## config.mk

```make
export PLATFORM = sky130hd
export DESIGN_NAME = keyframe_time_lookup
export DESIGN_NICKNAME = d
export VERILOG_FILES = /design/src/hw/rtl/kft_pkg.sv /design/src/hw/rtl/keyframe_time_lookup.sv /design/src/hw/rtl/kft_divider.sv
export SDC_FILE = /design/constraint.sdc
export NUM_CORES = 2
export LEC_CHECK = 0
export BUFFER_PORTS_ARGS = -buffer_cell sky130_fd_sc_hd__buf_2
export CAP_MARGIN = 10
export CELL_PAD_IN_SITES_DETAIL_PLACEMENT = 1
export CELL_PAD_IN_SITES_GLOBAL_PLACEMENT = 2
export CORE_MARGIN = 2
export CORE_UTILIZATION = 44
export DETAILED_ROUTE_END_ITERATION = 10
export GPL_ROUTABILITY_DRIVEN = 0
export PLACE_DENSITY_LB_ADDON = 0.1
export SKIP_CTS_REPAIR_TIMING = 1
export SLEW_MARGIN = 20
export SYNTH_ARGS = -nofsm -noshare
export SYNTH_HDL_FRONTEND = slang
export SYNTH_SLANG_ARGS = --single-unit
```

## constraint.sdc

```tcl
create_clock -name clk -period 8.4 [get_ports clk]
set_input_delay 1.26 -clock clk [delete_from_list [all_inputs] [get_ports clk]]
set_output_delay 1.26 -clock clk [all_outputs]
set_load 0.01 [all_outputs]
```

## src/hw/rtl/kft_pkg.sv

```systemverilog
package kft_pkg;

  // fixed field widths
  localparam int unsigned TIME_W     = 32;
  localparam int unsigned FRAME_W    = 6;
  localparam int unsigned BLEND_W    = 16;
  localparam int unsigned COUNT_W    = 7;
  localparam int unsigned CFG_IDX_W  = 1;
  localparam int unsigned CFG_DATA_W = 7;

  // configuration register indexes
  localparam logic [CFG_IDX_W-1:0] CFG_FRAME_COUNT = 1'd0;
  localparam logic [CFG_IDX_W-1:0] CFG_LOOP_ENABLE = 1'd1;

  // item actions
  localparam logic ACT_WRITE = 1'b0;
  localparam logic ACT_QUERY = 1'b1;

  // divider request: dividend is the elapsed time inside the frame, below den
  typedef struct packed {
    logic              go;
    logic [TIME_W-1:0] num;
    logic [TIME_W-1:0] den;
  } div_req_t;

  typedef struct packed {
    logic               done;
    logic [BLEND_W-1:0] quot;
  } div_res_t;

endpackage

```

## src/hw/rtl/keyframe_time_lookup.sv

```systemverilog
// Keyframe time lookup.
// Input channel: an item is taken when start is high and busy is low. A write
// beat (action low) stores frame_length into table entry slot in that same
// edge; busy stays low, so another item may follow in the next cycle. Slots
// at or above MAX_FRAMES are dropped.
// A query beat (action high) walks the duration table from frame 0, one
// memory read per cycle, adding up start times until a frame holds
// query_time, the walk runs past the time, or frame_count frames (at most
// MAX_FRAMES) are done. A hit runs a restoring divider for the blend
// factor, except a hit on the last frame with loop_enable low, which
// answers with both frames set to that frame and blend_factor zero.
// Result channel: done pulses for one cycle with found, first_frame,
// second_frame and blend_factor; the receiver has no way to stall it.
// A query with frame_count zero answers straight from idle with found low.
// The next item is accepted in the cycle done is shown.
// Reset clears the control state and both configuration registers; the
// table contents stay undefined until written.
module keyframe_time_lookup #(
  parameter int unsigned MAX_FRAMES = 64
) (
  input  logic                              clk,
  input  logic                              rst,
  input  logic                              cfg_write,
  input  logic [kft_pkg::CFG_IDX_W-1:0]     cfg_index,
  input  logic [kft_pkg::CFG_DATA_W-1:0]    cfg_data,
  input  logic                              start,
  output logic                              busy,
  input  logic                              action,
  input  logic [kft_pkg::FRAME_W-1:0]       slot,
  input  logic [kft_pkg::TIME_W-1:0]        frame_length,
  input  logic [kft_pkg::TIME_W-1:0]        query_time,
  output logic                              done,
  output logic                              found,
  output logic [kft_pkg::FRAME_W-1:0]       first_frame,
  output logic [kft_pkg::FRAME_W-1:0]       second_frame,
  output logic [kft_pkg::BLEND_W-1:0]       blend_factor
);

  localparam int unsigned AW    = (MAX_FRAMES > 1) ? $clog2(MAX_FRAMES) : 1;
  localparam int unsigned CNT_R = $clog2(MAX_FRAMES + 1);
  localparam int unsigned CNTW  = (CNT_R > kft_pkg::COUNT_W) ? CNT_R : kft_pkg::COUNT_W;
  localparam int unsigned TW    = kft_pkg::TIME_W;

  typedef enum logic [1:0] {
    S_IDLE,
    S_WALK,
    S_DIV
  } state_t;

  state_t                        state;
  logic [kft_pkg::COUNT_W-1:0]   frame_count;
  logic                          loop_enable;
  logic [TW-1:0]                 qtime;
  logic [TW:0]                   start_acc;
  logic [AW-1:0]                 cur;
  logic [kft_pkg::FRAME_W-1:0]   hit_frame;
  logic [kft_pkg::FRAME_W-1:0]   hit_next;
  kft_pkg::div_req_t             div_req;
  kft_pkg::div_res_t             div_res;

  logic [TW-1:0]                 table_mem [MAX_FRAMES];
  logic [TW-1:0]                 rdata;
  logic [AW-1:0]                 rd_addr;

  logic                          accept;
  logic                          wr_en;
  logic [CNTW-1:0]               count_eff;
  logic [CNTW-1:0]               count_m1;
  logic                          cur_last;
  logic [TW:0]                   end_time;
  logic                          past_time;
  logic                          hit;
  logic [kft_pkg::FRAME_W-1:0]   cur_frame;

  // input handshake and table write
  assign accept = start && !busy;
  assign wr_en  = accept && (action == kft_pkg::ACT_WRITE)
                  && (32'(slot) < 32'(MAX_FRAMES));
  assign busy   = (state != S_IDLE);

  // walk bookkeeping
  always_comb begin
    count_eff = (CNTW'(frame_count) > CNTW'(MAX_FRAMES)) ? CNTW'(MAX_FRAMES)
                                                          : CNTW'(frame_count);
    count_m1  = count_eff - 1'b1;
    cur_last  = (CNTW'(cur) == count_m1);
    end_time  = start_acc + {1'b0, rdata};
    past_time = (start_acc > {1'b0, qtime});
    hit       = !past_time && (rdata != '0) && ({1'b0, qtime} < end_time);
    cur_frame = kft_pkg::FRAME_W'(cur);
  end

  // read address runs one entry ahead of the entry being checked
  always_comb begin
    if (state == S_WALK) begin
      rd_addr = (32'(cur) == 32'(MAX_FRAMES - 1)) ? '0 : cur + 1'b1;
    end else begin
      rd_addr = '0;
    end
  end

  // duration table, one write and one registered read per cycle
  always_ff @(posedge clk) begin
    if (wr_en) begin
      table_mem[AW'(slot)] <= frame_length;
    end
    rdata <= table_mem[rd_addr];
  end

  // configuration registers
  always_ff @(posedge clk) begin
    if (rst) begin
      frame_count <= '0;
      loop_enable <= 1'b0;
    end else if (cfg_write) begin
      case (cfg_index)
        kft_pkg::CFG_FRAME_COUNT: frame_count <= cfg_data;
        kft_pkg::CFG_LOOP_ENABLE: loop_enable <= cfg_data[0];
        default: begin
        end
      endcase
    end
  end

  // query sequencer and result registers
  always_ff @(posedge clk) begin
    if (rst) begin
      state      <= S_IDLE;
      done       <= 1'b0;
      div_req.go <= 1'b0;
    end else begin
      done       <= 1'b0;
      div_req.go <= 1'b0;
      case (state)
        S_IDLE: begin
          if (accept && (action == kft_pkg::ACT_QUERY)) begin
            qtime     <= query_time;
            start_acc <= '0;
            cur       <= '0;
            if (count_eff == '0) begin
              done         <= 1'b1;
              found        <= 1'b0;
              first_frame  <= '0;
              second_frame <= '0;
              blend_factor <= '0;
            end else begin
              state <= S_WALK;
            end
          end
        end
        S_WALK: begin
          if (hit) begin
            if (cur_last && !loop_enable) begin
              done         <= 1'b1;
              found        <= 1'b1;
              first_frame  <= cur_frame;
              second_frame <= cur_frame;
              blend_factor <= '0;
              state        <= S_IDLE;
            end else begin
              hit_frame   <= cur_frame;
              hit_next    <= cur_last ? '0 : cur_frame + 1'b1;
              div_req.go  <= 1'b1;
              div_req.num <= qtime - start_acc[TW-1:0];
              div_req.den <= rdata;
              state       <= S_DIV;
            end
          end else if (past_time || cur_last) begin
            done         <= 1'b1;
            found        <= 1'b0;
            first_frame  <= '0;
            second_frame <= '0;
            blend_factor <= '0;
            state        <= S_IDLE;
          end else begin
            start_acc <= end_time;
            cur       <= cur + 1'b1;
          end
        end
        S_DIV: begin
          if (div_res.done) begin
            done         <= 1'b1;
            found        <= 1'b1;
            first_frame  <= hit_frame;
            second_frame <= hit_next;
            blend_factor <= div_res.quot;
            state        <= S_IDLE;
          end
        end
        default: begin
          state <= S_IDLE;
        end
      endcase
    end
  end

  // blend factor divider
  kft_divider u_div (
    .clk (clk),
    .rst (rst),
    .req (div_req),
    .res (div_res)
  );

endmodule

```

## src/hw/rtl/kft_divider.sv

```systemverilog
module kft_divider (
  input  logic             clk,
  input  logic             rst,
  input  kft_pkg::div_req_t req,
  output kft_pkg::div_res_t res
);

  typedef enum logic {
    S_IDLE,
    S_RUN
  } state_t;

  localparam int unsigned STEP_W = $clog2(kft_pkg::BLEND_W);

  state_t                        state;
  logic [STEP_W-1:0]             step;
  logic [kft_pkg::TIME_W-1:0]    rem;
  logic [kft_pkg::TIME_W-1:0]    den;
  logic [kft_pkg::BLEND_W-1:0]   quot;
  logic                          done;
  logic [kft_pkg::TIME_W:0]      rem_shift;
  logic                          take;
  logic [kft_pkg::TIME_W:0]      rem_diff;

  // one restoring step: shift in a zero, subtract the divisor if it fits
  always_comb begin
    rem_shift = {rem, 1'b0};
    take      = (rem_shift >= {1'b0, den});
    rem_diff  = rem_shift - {1'b0, den};
  end

  // iteration control, one quotient bit a cycle
  always_ff @(posedge clk) begin
    if (rst) begin
      state <= S_IDLE;
      step  <= '0;
      done  <= 1'b0;
    end else begin
      done <= 1'b0;
      case (state)
        S_IDLE: begin
          if (req.go) begin
            rem   <= req.num;
            den   <= req.den;
            step  <= '0;
            state <= S_RUN;
          end
        end
        S_RUN: begin
          if (take) begin
            rem <= rem_diff[kft_pkg::TIME_W-1:0];
          end else begin
            rem <= rem_shift[kft_pkg::TIME_W-1:0];
          end
          quot <= {quot[kft_pkg::BLEND_W-2:0], take};
          step <= step + 1'b1;
          if (step == STEP_W'(kft_pkg::BLEND_W - 1)) begin
            done  <= 1'b1;
            state <= S_IDLE;
          end
        end
        default: begin
          state <= S_IDLE;
        end
      endcase
    end
  end

  assign res = '{done: done, quot: quot};

endmodule

```

# Word-level counts from Yosys, hierarchy flattened

Memory sizes are Yosys's and may differ from the RTL's. A register that Yosys moved wholly into a read port is not among the register bits.
Index checks and enable logic that the tools add are counted.

$lt $le $gt $ge: 4
Muxes and demuxes: 60
$add $sub $neg: 6
Bitwise logic cells: 7
Equality and inequality tests: 14
Reductions and logical operators: 28

Operators with widths:

| kind                 | count |
|---|---|
| $mux W33             | 3 |
| $mux W16             | 6 |
| $mux W6              | 12 |
| $pmux W33 S2         | 1 |
| $mux W65             | 1 |
| $mux W32             | 2 |
| $pmux W32 S2         | 1 |
| $sub A32 B32 Y32     | 2 |
| $pmux W16 S3         | 1 |
| $pmux W6 S3          | 2 |
| $add A33 B32 Y33     | 1 |
| $ge A33 B32 Y1       | 1 |
| $gt A33 B32 Y1       | 1 |
| $lt A32 B33 Y1       | 1 |
| $reduce_bool A32 Y1  | 1 |
| $mux W1              | 17 |
| $mux W2              | 6 |
| $ne A2 B2 Y1 const B | 6 |
| $pmux W6 S2          | 1 |
| $pmux W4 S2          | 1 |
| $reduce_and A2 Y1    | 4 |
| $reduce_and A4 Y1    | 2 |
| $eq A6 B7 Y1         | 1 |
| $gt A7 B7 Y1 const B | 1 |
| other kinds (27)     | 44 |

Output and inout port bits: 31
Register bits: 274
Word-level logic and storage cells: 142
Input port bits: 83
Memories: 1
Memory bits (writable): 2048

Memories:

| name      | depth | width | read ports | clocked after memory_dff | write ports | line                       | text |
|---|---|---|---|---|---|---|---|
| table_mem | 64    | 32    | 1          | 1                        | 1           | keyframe_time_lookup.sv:61 | `logic [TW-1:0] table_mem [MAX_FRAMES];` |

# Logic depth before layout (Yosys ltp)

Depth after elaboration: 8
Depth in mapped cells: 23
Depth with buffers taken out: 21

# Hierarchy

Synthesis repeated with hierarchy kept, for this count alone.

Cell total of the unflattened synthesis: 5348
Area, all modules: 95122.5 um^2

Modules (own cells, without submodules):

| module               | cells an instance | instances | area an instance (um^2) |
|---|---|---|---|
| keyframe_time_lookup | 4856              | 1         | 89920.0 |
| kft_divider          | 492               | 1         | 5202.5 |

# Worst setup path before layout

No wires, ideal clock.

Path type: register -> register
Start: reg start_acc[19]
End: reg div_req[0] in the netlist's numbering (enable)
Setup time: 511 ps
Arrival time: 7826 ps
Path slack: 63 ps
Path buffers: 2
Stages on the path, launching flop included: 19
Path through: edfxtp_1 > ha_1 > buf_6 > a21o_1 > a21o_1 > a221o_1 > a22o_1 > or3_1 > or2_2 > a221oi_1 > xor2_1 > ha_1 > a2111o_1 > a2111oi_0 > o31a_1 > and2_2 > clkbuf_1 > o21ai_2 > nor2_1

Cells in the longest elaborated chain, start to end: 5
Elaborated cells between the ends (all ways): 7

Ends and longest elaborated chain:

| element                                                  | line                        | text |
|---|---|---|
| start, declared                                          | keyframe_time_lookup.sv:54  | `logic [TW:0] start_acc;` |
| start signal, assigned                                   | keyframe_time_lookup.sv:176 | `start_acc <= end_time;` |
| branches (longest 3 deep; another with $add A33 B32 Y33) | --                          |  |
| $logic_and A1 B1 Y1 *                                    | keyframe_time_lookup.sv:89  | `hit = !past_time && (rdata != '0) && ({1'b0, qtime} < end_time);` |
| $reduce_and A4 Y1 (no line) *                            | --                          |  |
| end, declared                                            | keyframe_time_lookup.sv:58  | `kft_pkg::div_req_t div_req;` |

Every way passes the cells marked *.
A chain may end at the register's enable or synchronous reset.

# Worst setup path in the final report

Start: reg start_acc[0]
End: reg div_req[7] in the netlist's numbering (enable)

Same word-level chain as after synthesis.

==> impl_metrics.env <==
export IMPL_start_kind="flop"
export IMPL_grt_first_pass_wirelength_um=381400
export IMPL_regArea_mm2=0.07019
export IMPL_period_needed_ns=6.775
export IMPL_synth_edff_count=2304
export IMPL_io_pins=114
export IMPL_cts_made_buffers=276
export IMPL_drive_gt1_share_pct=22.14
export IMPL_hold_path_class="flop to flop"
export IMPL_multi_input_area_mm2=0.02456
export IMPL_met1Wirelength_um=116300
export IMPL_cap_violations=0
export IMPL_crit_arrival_ns=7.30
export IMPL_seq_area_frac_synth_pct=73.30
export IMPL_first_pass_iters=5
export IMPL_cp_slowest_cell="a2111oi_0"
export IMPL_detailedPlace_worstSlack_ns=1.539
export IMPL_r2r_slack_ns=1.63
export IMPL_rsz0062_at_grt="no"
export IMPL_clkSlewWorstSetupHoldPaths_ns=0.06
export IMPL_die_h_um=470.5
export IMPL_max_vdd_ir_drop_mv=0.1454
export IMPL_drc_errors=0
export IMPL_antenna_left=0
export IMPL_highest_layer="met4"
export IMPL_routedWlPerCell_um=30.98
export IMPL_ys_ff_latch=2354
export IMPL_coreArea_mm2=0.2167
export IMPL_synth_net_count=5437
export IMPL_synth_avg_cell_area_um2=18.46
export IMPL_fp_dieArea_mm2=0.2214
export IMPL_viasPerCell=5.906
export IMPL_cts_tree="built"
export IMPL_min_path_cells=0
export IMPL_place_hpwl_um=148400
export IMPL_holdWs_ns=0.4217
export IMPL_skew_ns=0.07730
export IMPL_path_cells="ha_1, inv_1, fa_1, nor2b_1, o31ai_1, a31o_2, a211oi_1, a311oi_1, o21ai_0, xnor2_1, ha_1, a21o_1, a21o_1, a21oi_1, nand2_1, a211o_2, a2111oi_0, buf_4, o31a_1, and2_2, o21ai_2, nor2_4, buf_12"
export IMPL_grt_max_degree=98
export IMPL_grt_use_total_pct=23.83
export IMPL_num_vias=50380
export IMPL_setup_violations=0
export IMPL_antenna_found_initial=18
export IMPL_layout_common_cells="2304 x edfxtp_1, 512 x mux4_2, 345 x nand2_1"
export IMPL_power_density_mw_per_mm2=294.3
export IMPL_fillCellCount=19610
export IMPL_hold_viol=0
export IMPL_ys_types=78
export IMPL_fmax_ghz=0.1476
export IMPL_synth_area_top_cells="edfxtp_1 72%, mux4_2 12%, ha_1 2.2%"
export IMPL_setup_slack_ns=1.625
export IMPL_layout_nets=5726
export IMPL_numPortBuffers=113
export IMPL_yosysTopAreaCellShare_pct=72.25
export IMPL_instances_no_fill=8531
export IMPL_htree_levels=5
export IMPL_tightestPinTransition_ns=1.283
export IMPL_synthArstFlopShare_pct=0
export IMPL_cp_max_fo=64
export IMPL_clockRootBuffer="clkbuf_16"
export IMPL_start_util_pct=44.18
export IMPL_r2r_cells=23
export IMPL_final_common_cell="edfxtp_1"
export IMPL_grt_ovfl_total=0
export IMPL_crit_required_ns=8.92
export IMPL_synthCells=5186
export IMPL_drv_slew=0
export IMPL_wl_um=264300
export IMPL_slew_headroom_pct=13.89
export IMPL_design_area_mm2=0.1094
export IMPL_synth_flop_cell="edfxtp_1"
export IMPL_drtIter0Drc=4433
export IMPL_clock_path_buffers=4
export IMPL_fin_crit_sh_pct=80.65
export IMPL_yosys_warnings=0
export IMPL_crit_type="flop to flop"
export IMPL_clock_latency_ns=0.93
export IMPL_dp_cells=8051
export IMPL_dr_wl_met3_um=12430
export IMPL_synth_cell_area_mm2=0.09576
export IMPL_holdCritStartpoint="div_req[31]$_DFFE_PP_"
export IMPL_place_area_mm2=0.1009
export IMPL_p_leak_nw=36.13
export IMPL_std_cell_rows=171
export IMPL_tns_ns=0
export IMPL_die_w_um=470.5
export IMPL_crit_path_end_kind="flop"
export IMPL_grt_pass1_vias=53670
export IMPL_rr_endpoint="div_req[7]$_DFFE_PP_"
export IMPL_hold_end="u_div.den[31]$_DFFE_PP_"
export IMPL_met2_wirelength_um=127300
export IMPL_synth_largest_area_cell="edfxtp_1"
export IMPL_cpPeakStageDelay_ns=0.62
export IMPL_status="complete, no violations"
export IMPL_syn2layout_area_growth_pct=14.26
export IMPL_r2r_start="start_acc[0]$_SDFFCE_PN0P_"
export IMPL_cts_sinks=2354
-- worst max-delay path, delay by kind of cell (launching register included) --
family	cells	cell delay [ns]
simple gates	4	0.80
fa+ha+maj	3	0.74
compound gates	12	3.47
xor+xnor	1	0.26
buf+inv	3	0.68
flops	1	0.42
-- power by group --
group	switching (mW)	internal, mW	total [mW]
Combinational	4.60	2.72	7.32
Sequential	0.195	13.3	13.5
Clock	4.62	6.81	11.4
-- synthesized netlist by cell type, drive strengths merged, types with 16 or more instances --
cell type  instances
a21o              54
o21bai            18
inv              139
mux4             512
edfxtp          2304
nand2            346
nor3              58
a31oi             50
and3              16
nor2             204
ha               165
dfxtp             50
a311oi            99
o21a              18
clkbuf           189
a21oi            178
mux2i             35
and2             156
buf               76
nand2b            16
xnor2             60
o21ai             55
nand3             28
xor2              34
nor2b             24
a211oi           141
-- logic make-up (layout without fill, tap and decap cells) --
group	count (synthesis)	after routing	share of synthesized area, %
AND/OR/NAND/NOR	917	917	4.499
adder cells (fa/ha/maj)	168	168	2.219
flip-flops	2354	2354	73.30
buffers and inverters	405	887	1.671
other	0	9	0
multiplexers	547	547	12.41
AO/OA/AOI/OAI	701	701	5.045
XOR/XNOR	94	94	0.8598
-- cell type report --
type | instances | area share (%)
multi-input combinational | 2427 | 22.45
sequential | 2354 | 64.15
inverter | 140 | 0.4894
clock buffer | 349 | 6.791
antenna | 9 | 0.02058
tap | 2854 | 3.264
clock inverter | 122 | 0.9754
timing repair buffer | 276 | 1.859
-- metrics by stage --
stage          util (%)  power, mW
3_5_place_dp      46.54      21.12
5_1_grt           50.48      33.48
6_report          50.48      32.20
2_1_floorplan         -      18.19
3_3_place_gp      46.52      21.06
4_1_cts           50.46      32.55
-- per-layer routing --
layer	vias to the layer above	GRT usage [%]
met5	-	0
met4	0	7.689
met3	415	3.000
met2	1395	38.72
met1	27040	33.59
li1	21530	-
-- sequential cells by signal, summed over array words and instances, names as in the netlist, 7 cells and up --
signal and cells:
start_acc 33, u_div.rem 32, u_div.den 32, div_req 65
frame_count 7, rdata 32, blend_factor 16, u_div.quot 16
table_mem 2048, qtime 32
-- how the worst max path moves through the flow --
stage                                startpoint                    end  slack, ns  cells after the start
floorplan           start_acc[19]$_SDFFCE_PN0P_   div_req[0]$_DFFE_PP_       0.06                     18
global placement     start_acc[0]$_SDFFCE_PN0P_   div_req[0]$_DFFE_PP_       1.49                     23
detailed placement   start_acc[1]$_SDFFCE_PN0P_   div_req[0]$_DFFE_PP_       1.54                     23
CTS                  start_acc[1]$_SDFFCE_PN0P_  div_req[13]$_DFFE_PP_       1.51                     23
global route         start_acc[0]$_SDFFCE_PN0P_  div_req[12]$_DFFE_PP_       1.18                     23
finish               start_acc[0]$_SDFFCE_PN0P_   div_req[7]$_DFFE_PP_       1.63                     23
(Power assumes the default switching activity.)
